<file path="src/hdl/blist_pkg.sv">
`default_nettype none

package blist_pkg;

   // Field widths of the request and response transfers
   localparam int unsigned MODE_W   = 2;
   localparam int unsigned INDEX_W  = 4;
   localparam int unsigned VALUE_W  = 32;
   localparam int unsigned LENGTH_W = 5;
   localparam int unsigned STATUS_W = 2;

   // Operation codes carried in the mode field
   typedef enum logic [MODE_W-1:0] {
      OP_APPEND = 2'd0,
      OP_READ   = 2'd1,
      OP_REMOVE = 2'd2,
      OP_CLEAR  = 2'd3
   } op_type;

   // Status codes returned with every response
   typedef enum logic [STATUS_W-1:0] {
      STATUS_OK        = 2'd0,
      STATUS_FULL      = 2'd1,
      STATUS_BAD_INDEX = 2'd2
   } status_type;

endpackage

`default_nettype wire

</file>
<file path="src/hdl/blist_req_if.sv">
`default_nettype none

interface blist_req_if;

   logic                                valid;
   logic                                ready;
   logic [blist_pkg::MODE_W-1:0]        mode;
   logic [blist_pkg::INDEX_W-1:0]       index;
   logic [blist_pkg::VALUE_W-1:0]       value;

   modport source (output valid, output mode, output index, output value, input ready);
   modport sink   (input valid, input mode, input index, input value, output ready);

endinterface

`default_nettype wire

</file>
<file path="src/hdl/blist_rsp_if.sv">
`default_nettype none

interface blist_rsp_if;

   logic                                valid;
   logic                                ready;
   logic [blist_pkg::VALUE_W-1:0]       read_value;
   logic [blist_pkg::LENGTH_W-1:0]      length;
   logic [blist_pkg::STATUS_W-1:0]      status;

   modport source (output valid, output read_value, output length, output status,
                   input ready);
   modport sink   (input valid, input read_value, input length, input status,
                   output ready);

endinterface

`default_nettype wire

</file>
<file path="src/hdl/blist_mem.sv">
`default_nettype none

module blist_mem #(
   parameter int unsigned DEPTH = 16,
   parameter int unsigned WIDTH = 32
) (
   input  wire logic                     clock,
   input  wire logic                     wr_en,
   input  wire logic [$clog2(DEPTH)-1:0] wr_addr,
   input  wire logic [WIDTH-1:0]         wr_data,
   input  wire logic                     rd_en,
   input  wire logic [$clog2(DEPTH)-1:0] rd_addr,
   output logic      [WIDTH-1:0]         rd_data
);

   logic [WIDTH-1:0] store [DEPTH];
   logic [WIDTH-1:0] rd_data_ff;

   // Write one entry per cycle
   always_ff @(posedge clock) begin
      if (wr_en) begin
         store[wr_addr] <= wr_data;
      end
   end

   // Register read data; hold it while no read is issued
   always_ff @(posedge clock) begin
      if (rd_en) begin
         rd_data_ff <= store[rd_addr];
      end
   end

   assign rd_data = rd_data_ff;

endmodule

`default_nettype wire

</file>
<file path="src/hdl/blist_ctrl.sv">
`default_nettype none

module blist_ctrl #(
   parameter int unsigned CAPACITY   = 16,
   parameter int unsigned DATA_WIDTH = 32
) (
   input  wire logic                        clock,
   input  wire logic                        reset,
   blist_req_if.sink                        req_chan,
   blist_rsp_if.source                      rsp_chan,
   output logic                             mem_wr_en,
   output logic [$clog2(CAPACITY)-1:0]      mem_wr_addr,
   output logic [DATA_WIDTH-1:0]            mem_wr_data,
   output logic                             mem_rd_en,
   output logic [$clog2(CAPACITY)-1:0]      mem_rd_addr,
   input  wire logic [DATA_WIDTH-1:0]       mem_rd_data
);

   localparam int unsigned AW    = $clog2(CAPACITY);
   localparam int unsigned CW    = $clog2(CAPACITY + 1);
   localparam int unsigned CMP_W = (CW > blist_pkg::INDEX_W) ? CW : blist_pkg::INDEX_W;
   localparam int unsigned EW    = CMP_W + 1;

   typedef enum logic [1:0] {
      ST_IDLE,
      ST_READ_WAIT,
      ST_SHIFT
   } state_type;

   state_type                      state_ff, state_in;
   logic [CW-1:0]                  cnt_ff, cnt_in;
   logic [AW-1:0]                  ptr_ff, ptr_in;
   logic                           rsp_valid_ff, rsp_valid_in;
   logic [blist_pkg::VALUE_W-1:0]  rsp_value_ff, rsp_value_in;
   logic [blist_pkg::LENGTH_W-1:0] rsp_length_ff, rsp_length_in;
   blist_pkg::status_type          rsp_status_ff, rsp_status_in;

   logic                           accept;
   logic [EW-1:0]                  idx_ext;
   logic [EW-1:0]                  cnt_ext;
   logic [EW-1:0]                  ptr_ext;
   logic [CW-1:0]                  cnt_inc;
   logic [CW-1:0]                  cnt_dec;

   // Take a request only when idle and the output register is free or draining
   assign req_chan.ready = (state_ff == ST_IDLE) && (!rsp_valid_ff || rsp_chan.ready);
   assign accept         = req_chan.valid && req_chan.ready;

   assign idx_ext = EW'(req_chan.index);
   assign cnt_ext = EW'(cnt_ff);
   assign ptr_ext = EW'(ptr_ff);
   assign cnt_inc = cnt_ff + CW'(1);
   assign cnt_dec = cnt_ff - CW'(1);

   // Sequence each operation and build its response
   always_comb begin
      state_in      = state_ff;
      cnt_in        = cnt_ff;
      ptr_in        = ptr_ff;
      rsp_valid_in  = rsp_valid_ff && !rsp_chan.ready;
      rsp_value_in  = rsp_value_ff;
      rsp_length_in = rsp_length_ff;
      rsp_status_in = rsp_status_ff;
      mem_wr_en     = 1'b0;
      mem_wr_addr   = cnt_ff[AW-1:0];
      mem_wr_data   = DATA_WIDTH'(req_chan.value);
      mem_rd_en     = 1'b0;
      mem_rd_addr   = idx_ext[AW-1:0];

      unique case (state_ff)
         ST_IDLE: begin
            if (accept) begin
               rsp_value_in  = '0;
               rsp_length_in = blist_pkg::LENGTH_W'(cnt_ff);
               rsp_status_in = blist_pkg::STATUS_OK;
               unique case (blist_pkg::op_type'(req_chan.mode))
                  blist_pkg::OP_APPEND: begin
                     rsp_valid_in = 1'b1;
                     if (cnt_ext == EW'(CAPACITY)) begin
                        rsp_status_in = blist_pkg::STATUS_FULL;
                     end else begin
                        mem_wr_en     = 1'b1;
                        cnt_in        = cnt_inc;
                        rsp_length_in = blist_pkg::LENGTH_W'(cnt_inc);
                     end
                  end
                  blist_pkg::OP_READ: begin
                     if (idx_ext < cnt_ext) begin
                        mem_rd_en = 1'b1;
                        state_in  = ST_READ_WAIT;
                     end else begin
                        rsp_valid_in = 1'b1;
                     end
                  end
                  blist_pkg::OP_REMOVE: begin
                     if (idx_ext >= cnt_ext) begin
                        rsp_valid_in  = 1'b1;
                        rsp_status_in = blist_pkg::STATUS_BAD_INDEX;
                     end else if (idx_ext + EW'(1) < cnt_ext) begin
                        // Fetch the entry above the hole and start shifting
                        mem_rd_en   = 1'b1;
                        mem_rd_addr = AW'(idx_ext + EW'(1));
                        ptr_in      = idx_ext[AW-1:0];
                        state_in    = ST_SHIFT;
                     end else begin
                        // Last entry removed: just drop the length
                        rsp_valid_in  = 1'b1;
                        cnt_in        = cnt_dec;
                        rsp_length_in = blist_pkg::LENGTH_W'(cnt_dec);
                     end
                  end
                  blist_pkg::OP_CLEAR: begin
                     rsp_valid_in  = 1'b1;
                     cnt_in        = '0;
                     rsp_length_in = '0;
                  end
                  default: begin
                     rsp_valid_in = 1'b1;
                  end
               endcase
            end
         end
         ST_READ_WAIT: begin
            // Output register drained on the accept edge, so load it now
            rsp_valid_in = 1'b1;
            rsp_value_in = blist_pkg::VALUE_W'(mem_rd_data);
            state_in     = ST_IDLE;
         end
         ST_SHIFT: begin
            // Move one entry down while fetching the next one
            mem_wr_en   = 1'b1;
            mem_wr_addr = ptr_ff;
            mem_wr_data = mem_rd_data;
            if (ptr_ext + EW'(2) < cnt_ext) begin
               mem_rd_en   = 1'b1;
               mem_rd_addr = AW'(ptr_ext + EW'(2));
               ptr_in      = ptr_ff + AW'(1);
            end else begin
               cnt_in        = cnt_dec;
               rsp_valid_in  = 1'b1;
               rsp_value_in  = '0;
               rsp_length_in = blist_pkg::LENGTH_W'(cnt_dec);
               rsp_status_in = blist_pkg::STATUS_OK;
               state_in      = ST_IDLE;
            end
         end
         default: begin
            state_in = ST_IDLE;
         end
      endcase
   end

   // Hold state, length and the output register
   always_ff @(posedge clock) begin
      if (reset) begin
         state_ff     <= ST_IDLE;
         cnt_ff       <= '0;
         rsp_valid_ff <= 1'b0;
      end else begin
         state_ff     <= state_in;
         cnt_ff       <= cnt_in;
         rsp_valid_ff <= rsp_valid_in;
      end
      ptr_ff        <= ptr_in;
      rsp_value_ff  <= rsp_value_in;
      rsp_length_ff <= rsp_length_in;
      rsp_status_ff <= rsp_status_in;
   end

   assign rsp_chan.valid      = rsp_valid_ff;
   assign rsp_chan.read_value = rsp_value_ff;
   assign rsp_chan.length     = rsp_length_ff;
   assign rsp_chan.status     = rsp_status_ff;

endmodule

`default_nettype wire

</file>
<file path="src/hdl/bounded_list_append_read_remove_unit.sv">
// Bounded ordered list with append, indexed read, remove at index and clear.
// Requests arrive on req_chan (mode, index, value); each gives one response
// on rsp_chan (read_value, length, status), both valid/ready channels where a
// transfer happens on a clock edge with valid and ready high.
// Entries live in a single-port-write, single-port-read memory of CAPACITY
// slots with a registered read; the length sits in a register.
// Each response is registered: append, clear, out-of-range read or remove
// and removal of the last entry answer in the cycle after the request
// transfer; a read in range passes the memory's read register and then
// ST_READ_WAIT; remove at index i with length n, i < n-1, passes ST_SHIFT,
// one entry moved per cycle through the memory's read and write ports.
// One request is in flight at a time; the next is taken in the cycle its
// predecessor's response is transferred, or at once if the output is empty.
// A stalled receiver holds the response in the output register and blocks
// new requests. Synchronous reset empties the list and drops any pending
// response; memory contents are left as they are, since no slot at or above
// the length is ever read.
`default_nettype none

module bounded_list_append_read_remove_unit #(
   parameter int unsigned CAPACITY   = 16,
   parameter int unsigned DATA_WIDTH = 32
) (
   input  wire logic     clock,
   input  wire logic     reset,
   blist_req_if.sink     req_chan,
   blist_rsp_if.source   rsp_chan
);

   localparam int unsigned AW = $clog2(CAPACITY);

   logic                  mem_wr_en;
   logic [AW-1:0]         mem_wr_addr;
   logic [DATA_WIDTH-1:0] mem_wr_data;
   logic                  mem_rd_en;
   logic [AW-1:0]         mem_rd_addr;
   logic [DATA_WIDTH-1:0] mem_rd_data;

   blist_ctrl #(
      .CAPACITY   (CAPACITY),
      .DATA_WIDTH (DATA_WIDTH)
   ) u_ctrl (
      .clock       (clock),
      .reset       (reset),
      .req_chan    (req_chan),
      .rsp_chan    (rsp_chan),
      .mem_wr_en   (mem_wr_en),
      .mem_wr_addr (mem_wr_addr),
      .mem_wr_data (mem_wr_data),
      .mem_rd_en   (mem_rd_en),
      .mem_rd_addr (mem_rd_addr),
      .mem_rd_data (mem_rd_data)
   );

   blist_mem #(
      .DEPTH (CAPACITY),
      .WIDTH (DATA_WIDTH)
   ) u_mem (
      .clock   (clock),
      .wr_en   (mem_wr_en),
      .wr_addr (mem_wr_addr),
      .wr_data (mem_wr_data),
      .rd_en   (mem_rd_en),
      .rd_addr (mem_rd_addr),
      .rd_data (mem_rd_data)
   );

endmodule

`default_nettype wire

</file>
<file path="src/flat_wrapper.sv">
// flat-port wrapper written by rule: the top's interface ports become plain ports
module bounded_list_append_read_remove_unit_flat 
#(
   parameter int unsigned CAPACITY   = 16,
   parameter int unsigned DATA_WIDTH = 32
)
  (clock, reset, req_chan_valid, req_chan_mode, req_chan_index, req_chan_value, req_chan_ready, rsp_chan_valid, rsp_chan_read_value, rsp_chan_length, rsp_chan_status, rsp_chan_ready);
  blist_req_if req_chan_i ();
  blist_rsp_if rsp_chan_i ();
  input  wire logic clock;
  input  wire logic reset;
  input wire logic [$bits(req_chan_i.valid)-1:0] req_chan_valid;
  input wire logic [$bits(req_chan_i.mode)-1:0] req_chan_mode;
  input wire logic [$bits(req_chan_i.index)-1:0] req_chan_index;
  input wire logic [$bits(req_chan_i.value)-1:0] req_chan_value;
  output wire logic [$bits(req_chan_i.ready)-1:0] req_chan_ready;
  output wire logic [$bits(rsp_chan_i.valid)-1:0] rsp_chan_valid;
  output wire logic [$bits(rsp_chan_i.read_value)-1:0] rsp_chan_read_value;
  output wire logic [$bits(rsp_chan_i.length)-1:0] rsp_chan_length;
  output wire logic [$bits(rsp_chan_i.status)-1:0] rsp_chan_status;
  input wire logic [$bits(rsp_chan_i.ready)-1:0] rsp_chan_ready;
  assign req_chan_i.valid = req_chan_valid;
  assign req_chan_i.mode = req_chan_mode;
  assign req_chan_i.index = req_chan_index;
  assign req_chan_i.value = req_chan_value;
  assign req_chan_ready = req_chan_i.ready;
  assign rsp_chan_valid = rsp_chan_i.valid;
  assign rsp_chan_read_value = rsp_chan_i.read_value;
  assign rsp_chan_length = rsp_chan_i.length;
  assign rsp_chan_status = rsp_chan_i.status;
  assign rsp_chan_i.ready = rsp_chan_ready;
  bounded_list_append_read_remove_unit #(.CAPACITY(CAPACITY), .DATA_WIDTH(DATA_WIDTH)) u_core (.clock(clock), .reset(reset), .req_chan(req_chan_i), .rsp_chan(rsp_chan_i));
endmodule
</file>
<file path="config.mk">
export PLATFORM = sky130hd
export DESIGN_NAME = bounded_list_append_read_remove_unit_flat
export DESIGN_NICKNAME = d
export VERILOG_FILES = /design/src/hdl/blist_pkg.sv /design/src/hdl/blist_req_if.sv /design/src/hdl/blist_rsp_if.sv /design/src/hdl/blist_mem.sv /design/src/hdl/blist_ctrl.sv /design/src/hdl/bounded_list_append_read_remove_unit.sv /design/src/flat_wrapper.sv
export SDC_FILE = /design/constraint.sdc
export NUM_CORES = 1
export LEC_CHECK = 0
export ABC_AREA = 1
export BUFFER_PORTS_ARGS = -buffer_cell sky130_fd_sc_hd__buf_4
export CAP_MARGIN = 20
export CORE_UTILIZATION = 32
export CTS_BUF_LIST = sky130_fd_sc_hd__clkbuf_4 sky130_fd_sc_hd__clkbuf_8 sky130_fd_sc_hd__clkbuf_16
export DETAILED_ROUTE_END_ITERATION = 7
export GPL_TIMING_DRIVEN = 0
export PLACE_DENSITY = 0.51
export SYNTH_ARGS = -nofsm -noshare
export SYNTH_HDL_FRONTEND = slang
export SYNTH_SLANG_ARGS = --single-unit
</file>
<file path="constraint.sdc">
create_clock -name clock -period 4 [get_ports clock]
set_input_delay 0.4 -clock clock [delete_from_list [all_inputs] [get_ports clock]]
set_output_delay 0.4 -clock clock [all_outputs]
set_load 0.02 [all_outputs]
</file>
Yosys cells after proc, flatten, opt, wreduce, memory -nomap -nowiden
Memory sizes are Yosys's and may differ from the RTL's. A register that Yosys moved wholly into a read port is not among the register bits.
Cells that the tools add are included.
W data, S select, Z words.

operators by class
  $add $sub $neg = 5
  $lt $le $gt $ge = 4
  equality and inequality tests = 16
  muxes and demuxes = 56
  reduce and logical (&&, ||, !) cells = 15

operator list
  operator               count
  $mux W32               3
  $pmux W32 S3           1
  $mux W4                11
  $mux W5                5
  $mux W1                16
  $pmux W2 S2            4
  $pmux W4 S2            2
  $pmux W5 S3            1
  $mux W2                7
  $lt A6 B5 Y1           2
  $reduce_and A6 Y1      2
  $pmux W5 S2            1
  $ne A3 B3 Y1 const B   3
  $ne A2 B2 Y1 const B   4
  $eq A2 B2 Y1 const B   3
  $pmux W1 S2            3
  $pmux W1 S3            2
  $reduce_and A3 Y1      2
  $add A4 B1 Y5 const B  1
  $add A4 B2 Y5 const B  1
  $add A5 B1 Y5 const B  1
  $eq A5 B5 Y1 const B   1
  $ge A4 B5 Y1           1
  $lt A4 B5 Y1           1
  12 further kinds       18

storage, ports and cells
  register bits after elaboration = 51
  memory bits (writable) = 512
  input port bits = 42
  memories = 1

memory list
  memory              words  width  read ports  clocked after memory_dff  wr ports  RTL line         text
  u_core.u_mem.store  16     32     1           1                         1         blist_mem.sv:16  logic [WIDTH-1:0] store [DEPTH];

Longest topological paths before layout
  depth after elaboration = 8
  gate-level depth with buffers = 24
  depth with buffers taken out = 22

Cells and area by module
A second synthesis with hierarchy kept.

second synthesis, totals
  cell total of the unflattened synthesis = 2560
  area total of the unflattened synthesis = 26466.6 µm²

modules (own cells, without submodules)
  module      instances  cells each  area each (µm²)  seq. area each (µm²)
  blist_mem   1          2120        23050.9          16335.7
  blist_ctrl  1          440         3415.8           1451.4

Least setup slack after synthesis
No wires, ideal clock.

  path type = register to register
  from = register u_core.u_ctrl.cnt_ff[0]
  to = memory u_core.u_mem.store[0][0], enable pin
  library setup time = 0.421 ns
  arrival = 2.896 ns
  required time = 3.579 ns
  path slack = 0.683 ns
  stages on the path, launching flop included = 8
  buffers on the path = 0
  cells stage by stage = dfxtp_1 inv_2 ha_1 nand3_1 nand2_1 o31ai_1 nand3_1 nor2_1

between the ends
  longest elaborated chain between the ends = 7
  elaborated cells on any way between the ends = 8

RTL lines
  item                           RTL line           text
  start, declared                blist_ctrl.sv:31   logic [CW-1:0] cnt_ff, cnt_in;
  start signal, assigned         blist_ctrl.sv:161  cnt_ff <= cnt_in;
  $eq A5 B5 Y1                   blist_ctrl.sv:79   if (cnt_ext == EW'(CAPACITY)) begin
  $mux W1                        blist_ctrl.sv:79
  $mux W1                        blist_ctrl.sv:76   unique case (blist_pkg::op_type'(req_chan.mode))
  $mux W1                        blist_ctrl.sv:72   if (accept) begin
  $pmux W1 S2                    blist_ctrl.sv:70   unique case (state_ff)
  $mux W1                        blist_mem.sv:21    if (wr_en) begin
  $mux W1 (not written as such)  blist_mem.sv:22    store[wr_addr] <= wr_data;
  end, declared                  blist_mem.sv:16

Several ways; a longest one is shown, not always the timed one.

Worst setup path after layout
  from = register u_core.u_ctrl.cnt_ff[3]
  to = register u_core.u_mem.rd_data_ff[20], in the netlist u_core.u_mem.rd_data[20] (read register of u_core.u_mem.store), data pin

between the ends
  longest elaborated chain between the ends = 6
  elaborated cells on any way between the ends = 17

RTL lines
  item                                        RTL line          text
  $lt A6 B5 Y1                                blist_ctrl.sv:99  end else if (idx_ext + EW'(1) < cnt_ext) begin
  $mux W1 or $mux W4 (tied branches)          blist_ctrl.sv:99
  $mux W1 or $mux W4 (tied branches)          blist_ctrl.sv:96  if (idx_ext >= cnt_ext) begin
  $pmux W1 S2 or $mux W4 (tied branches)      blist_ctrl.sv:76
  $mux W1 or $mux W4 (tied branches)          blist_ctrl.sv:72
  $pmux W1 S2 or $pmux W4 S2 (tied branches)  blist_ctrl.sv:70
  end, declared                               blist_mem.sv:17   logic [WIDTH-1:0] rd_data_ff;

Several ways; a longest one is shown, not always the timed one.
A chain may end at the register's enable or synchronous reset.

==> impl_summary.txt <==
----------------------------------------------------
[Worst setup path]
  Type of the setup path with the least slack ... reg2reg
  Critical path launch point ... u_core.u_ctrl.cnt_ff[3]
  Buffers plus inverters on the worst setup path ... 5
  R2R setup slack ... 150 ps
  Cells along the critical path ... clkbuf_1, inv_1, ha_1, inv_1, nor2_1, a21oi_2, nand3_2, nor2_4, nand3_4, o21ai_1, nand3_1, a21oi_4, inv_1, clkbuf_2, nand3_1, nand2_1
  Depth of the worst register-to-register path ... 16
  Dominant delay contributor by cell family on the critical path ... buffers and inverters
  Number of cells on the critical path ... 16
  Cell with the biggest individual delay on the critical path ... a21oi_4
  End of the worst register-to-register path ... u_core.u_mem.rd_data[20]
  CP arrival ... 4220 ps
  Largest fanout on the critical path ... 10
  Type of origin of the critical path ... flip-flop
  Worst setup path endpoint ... u_core.u_mem.rd_data[20]
  Most frequent CP cell ... inv_1
  Critical path capture point type ... flip-flop
  Worst stage delay on the critical path ... 400 ps
  Endpoint required time on the critical path ... 4370 ps
  R2r startpoint ... u_core.u_ctrl.cnt_ff[3]

[Logic synthesis]
  Main area contributors after synthesis ... edfxtp_1 (66%), nand3_1 (11%), nand2_1 (7.1%)
  Synthesized netlist net count ... 2,587
  Primary flip-flop cell chosen by synthesis mapping ... edfxtp_1
  YS warnings ... 0
  Synthesized instance count ... 2,523
  Post-Syn Area per Cell ... 10.64 µm²
  Post-synthesis sequential area ratio ... 66.27%
  Unique masters post-synth ... 42
  Ys async rst share ... 0%
  Synth area leader ... edfxtp_1
  Count of state elements after synthesis ... 595
  Post-synth top area share ... 65.67%
  Netlist area before placement ... 26,840 µm²
  EDFF count, synth ... 587

[Place]
  Cell area after placement ... 29,580 µm²
  Placed cells ... 3,725
  Estimated wirelength of the detail-placed design ... 60,300 µm
  Quantity of I/O buffers inserted on ports ... 82
  Last weighted congestion value of the routability-driven placer ... 0.8605

[Clocking]
  CTS tree ... done
  Maximum buffer depth of the clock tree ... 3
  Number of buffers created by CTS ... 61
  CTS Sinks ... 595
  Clock transition at path regs ... 60 ps
  Count of H-tree levels built during CTS ... 2
  Number of post-CTS setup repair buffers ... 0
  Clk Latency, worst-skew pair ... 640 ps
  Library cell used as clock root buffer ... clkbuf_16

[Global routing]
  Maximum number of pins on one net before global-route repair ... 23
  Remaining global-route overflow ... 0
  First-pass GRT wire length ... 126,200 µm
  Via count of the first global-routing pass ... 18.65k
  Antenna violations before repair ... 0
  Total Routing Usage GR ... 20.22%

[Timing]
  Final clock period utilization by the worst path ... 96.26%
  Highest Clock Rate ... 259.7 MHz
  Min Hold Slack ... 92.13 ps
  Number of hold violations in the final report ... 0
  Transition time of the tightest slew-check pin ... 1003 ps
  Max-slew headroom at the worst pin ... 33.13%
  Pins Over Slew Limit ... 0
  RSZ-0062 raised after global routing ... true
  Finish-stage setup viols ... 0
  Minimum period implied by the final worst setup slack ... 3851 ps
  Final Skew ... 16.37 ps

[Floorplanning]
  Overall die height ... 291.6 µm
  X dimension of the die ... 291.6 µm
  Die outline area ... 85,040 µm²
  Placement Rows ... 105
  Core region area ... 82,500 µm²
  Number of primary I/O pins ... 83
  Initial Util ... 32.53%

[Route]
  Antenna-violating nets left ... 0
  Count of unresolved DRC violations after routing ... 0
  Avg WL per Cell ... 22.57 µm
  Routed wire length ... 86,600 µm
  Vias per std cell ... 5.021
  Iteration-0 DRC Markers ... 1,753
  Via count ... 19.27k
  First-pass iteration count of the detailed router ... 6

[Worst hold path]
  Worst hold-check path type ... in2reg

[Job]
  Max Cap Viol ... 0

[Final layout]
  Final net count ... 2,783
  Fin area ... 31,650 µm²
  Antenna diode count ... 0
  Layout overhead on the synthesized area ... 17.91%
  Ratio of cells with drive above 1 in the final layout ... 13.41%
  Finished Core Util ... 38.36%
  Layout Cells excl Fill ... 3,837

[Run status]
  Result of the run ... finished, final reports clean

[Power and ir drop]
  Total power draw ... 15.99 mW
  Leak Pwr ... 13.04 nW
  Largest voltage drop on the vdd net ... 0.3477 mV
  Power density over cell area ... 505.3 nW/µm²

----------------------------------------------------
## placed cells by master (no fill, tap or decap), types with 15 or more instances in the layout
master,instances
nand3_1,590
edfxtp_1,587
nand2_1,506
inv_1,403
buf_4,131
nand3b_1,65
nor2_1,62
clkbuf_16,61
buf_2,43
clkbuf_1,41
o21ai_1,34
buf_6,34
o21ai_0,23
ha_1,22
nor2_4,19
clkinv_2,15
buf_12,15
## worst min-delay path, delay by kind of cell
kind,cells,cell delay [ps]
AO/OA/AOI/OAI,2,140
buffers and inverters,1,120
## cells in the mapped netlist, drive strengths merged (5+ instances only)
cell type  instances
a21oi             16
inv              405
o21ai             58
nand2            510
nand3            593
nand4              5
edfxtp           587
nor2              82
buf              102
nand3b            65
clkbuf            43
ha                22
xor2               5
dfxtp              8
## flip-flops by register name, indices dropped and copies added, names as in the netlist
name / cells
u_core.u_mem.store: 512
u_core.u_ctrl.rsp_chan.read_value: 32
u_core.u_mem.rd_data: 32
u_core.u_ctrl.cnt_ff: 5
u_core.u_ctrl.rsp_chan.length: 5
u_core.u_ctrl.ptr_ff: 4
u_core.u_ctrl.rsp_chan.status: 2
u_core.u_ctrl.state_ff: 2
u_core.u_ctrl.rsp_chan.valid: 1
## worst min-delay path by stage
stage | cells past startpoint | end | start
2_1_floorplan | 1 | u_core.u_ctrl.state_ff[1] | reset
3_3_place_gp | 2 | u_core.u_ctrl.rsp_chan.read_value[0] | u_core.u_mem.rd_data[0]
3_5_place_dp | 2 | u_core.u_ctrl.rsp_chan.read_value[3] | u_core.u_mem.rd_data[3]
4_1_cts | 3 | u_core.u_ctrl.rsp_chan.valid | req_chan_valid
5_1_grt | 3 | u_core.u_ctrl.rsp_chan.valid | req_chan_valid
6_report | 3 | u_core.u_ctrl.rsp_chan.valid | req_chan_valid
## metrics by stage
step           setup TNS (ps)  worst slack [ps]
2_1_floorplan               0             682.8
3_3_place_gp         -1027560             -2087
3_5_place_dp            -5877            -299.0
4_1_cts                     0             85.48
5_1_grt                -17.45            -17.45
6_report                    0             149.5
## where the power goes
part	switching (mW)	internal, mW
registers	0.0551	7.09
clock network	2.49	3.39
logic	2.09	0.876
total	4.64	11.4
## layout make-up
cell class / instances / area (µm²)
clock inverters: 37 / 370.4
inverters: 406 / 1524
plain buffers: 145 / 902.1
repair buffers: 133 / 1282
multi-input cells: 1377 / 6782
clock buffers: 74 / 1662
flip-flops and latches: 595 / 17790
well taps: 1070 / 1339
fillers: 8090 / 50860
## cells by family after synthesis
logic type,count (synthesis),share of synthesized area (%)
adder cells (fa/ha/maj),22,1.026
flip-flops,595,66.27
buffers and inverters,551,8.978
AND/OR/NAND/NOR,1259,21.56
XOR/XNOR,7,0.2284
AO/OA/AOI/OAI,89,1.935
## metal layers
metal / routed length (µm) / GRT usage (%)
met1: 37380 / 26.93
met2: 42340 / 34.71
met4: 1835 / 5.096
met5: 0 / 0
met3: 5045 / 2.596
## timing repair
item	CTS	global route
resized for setup	2	9
hold endpoints to repair	2	0
endpoints found under the setup margin	40	24
hold buffers	1	0
pin swaps	0	0
Power figures use the tool's default switching activity.
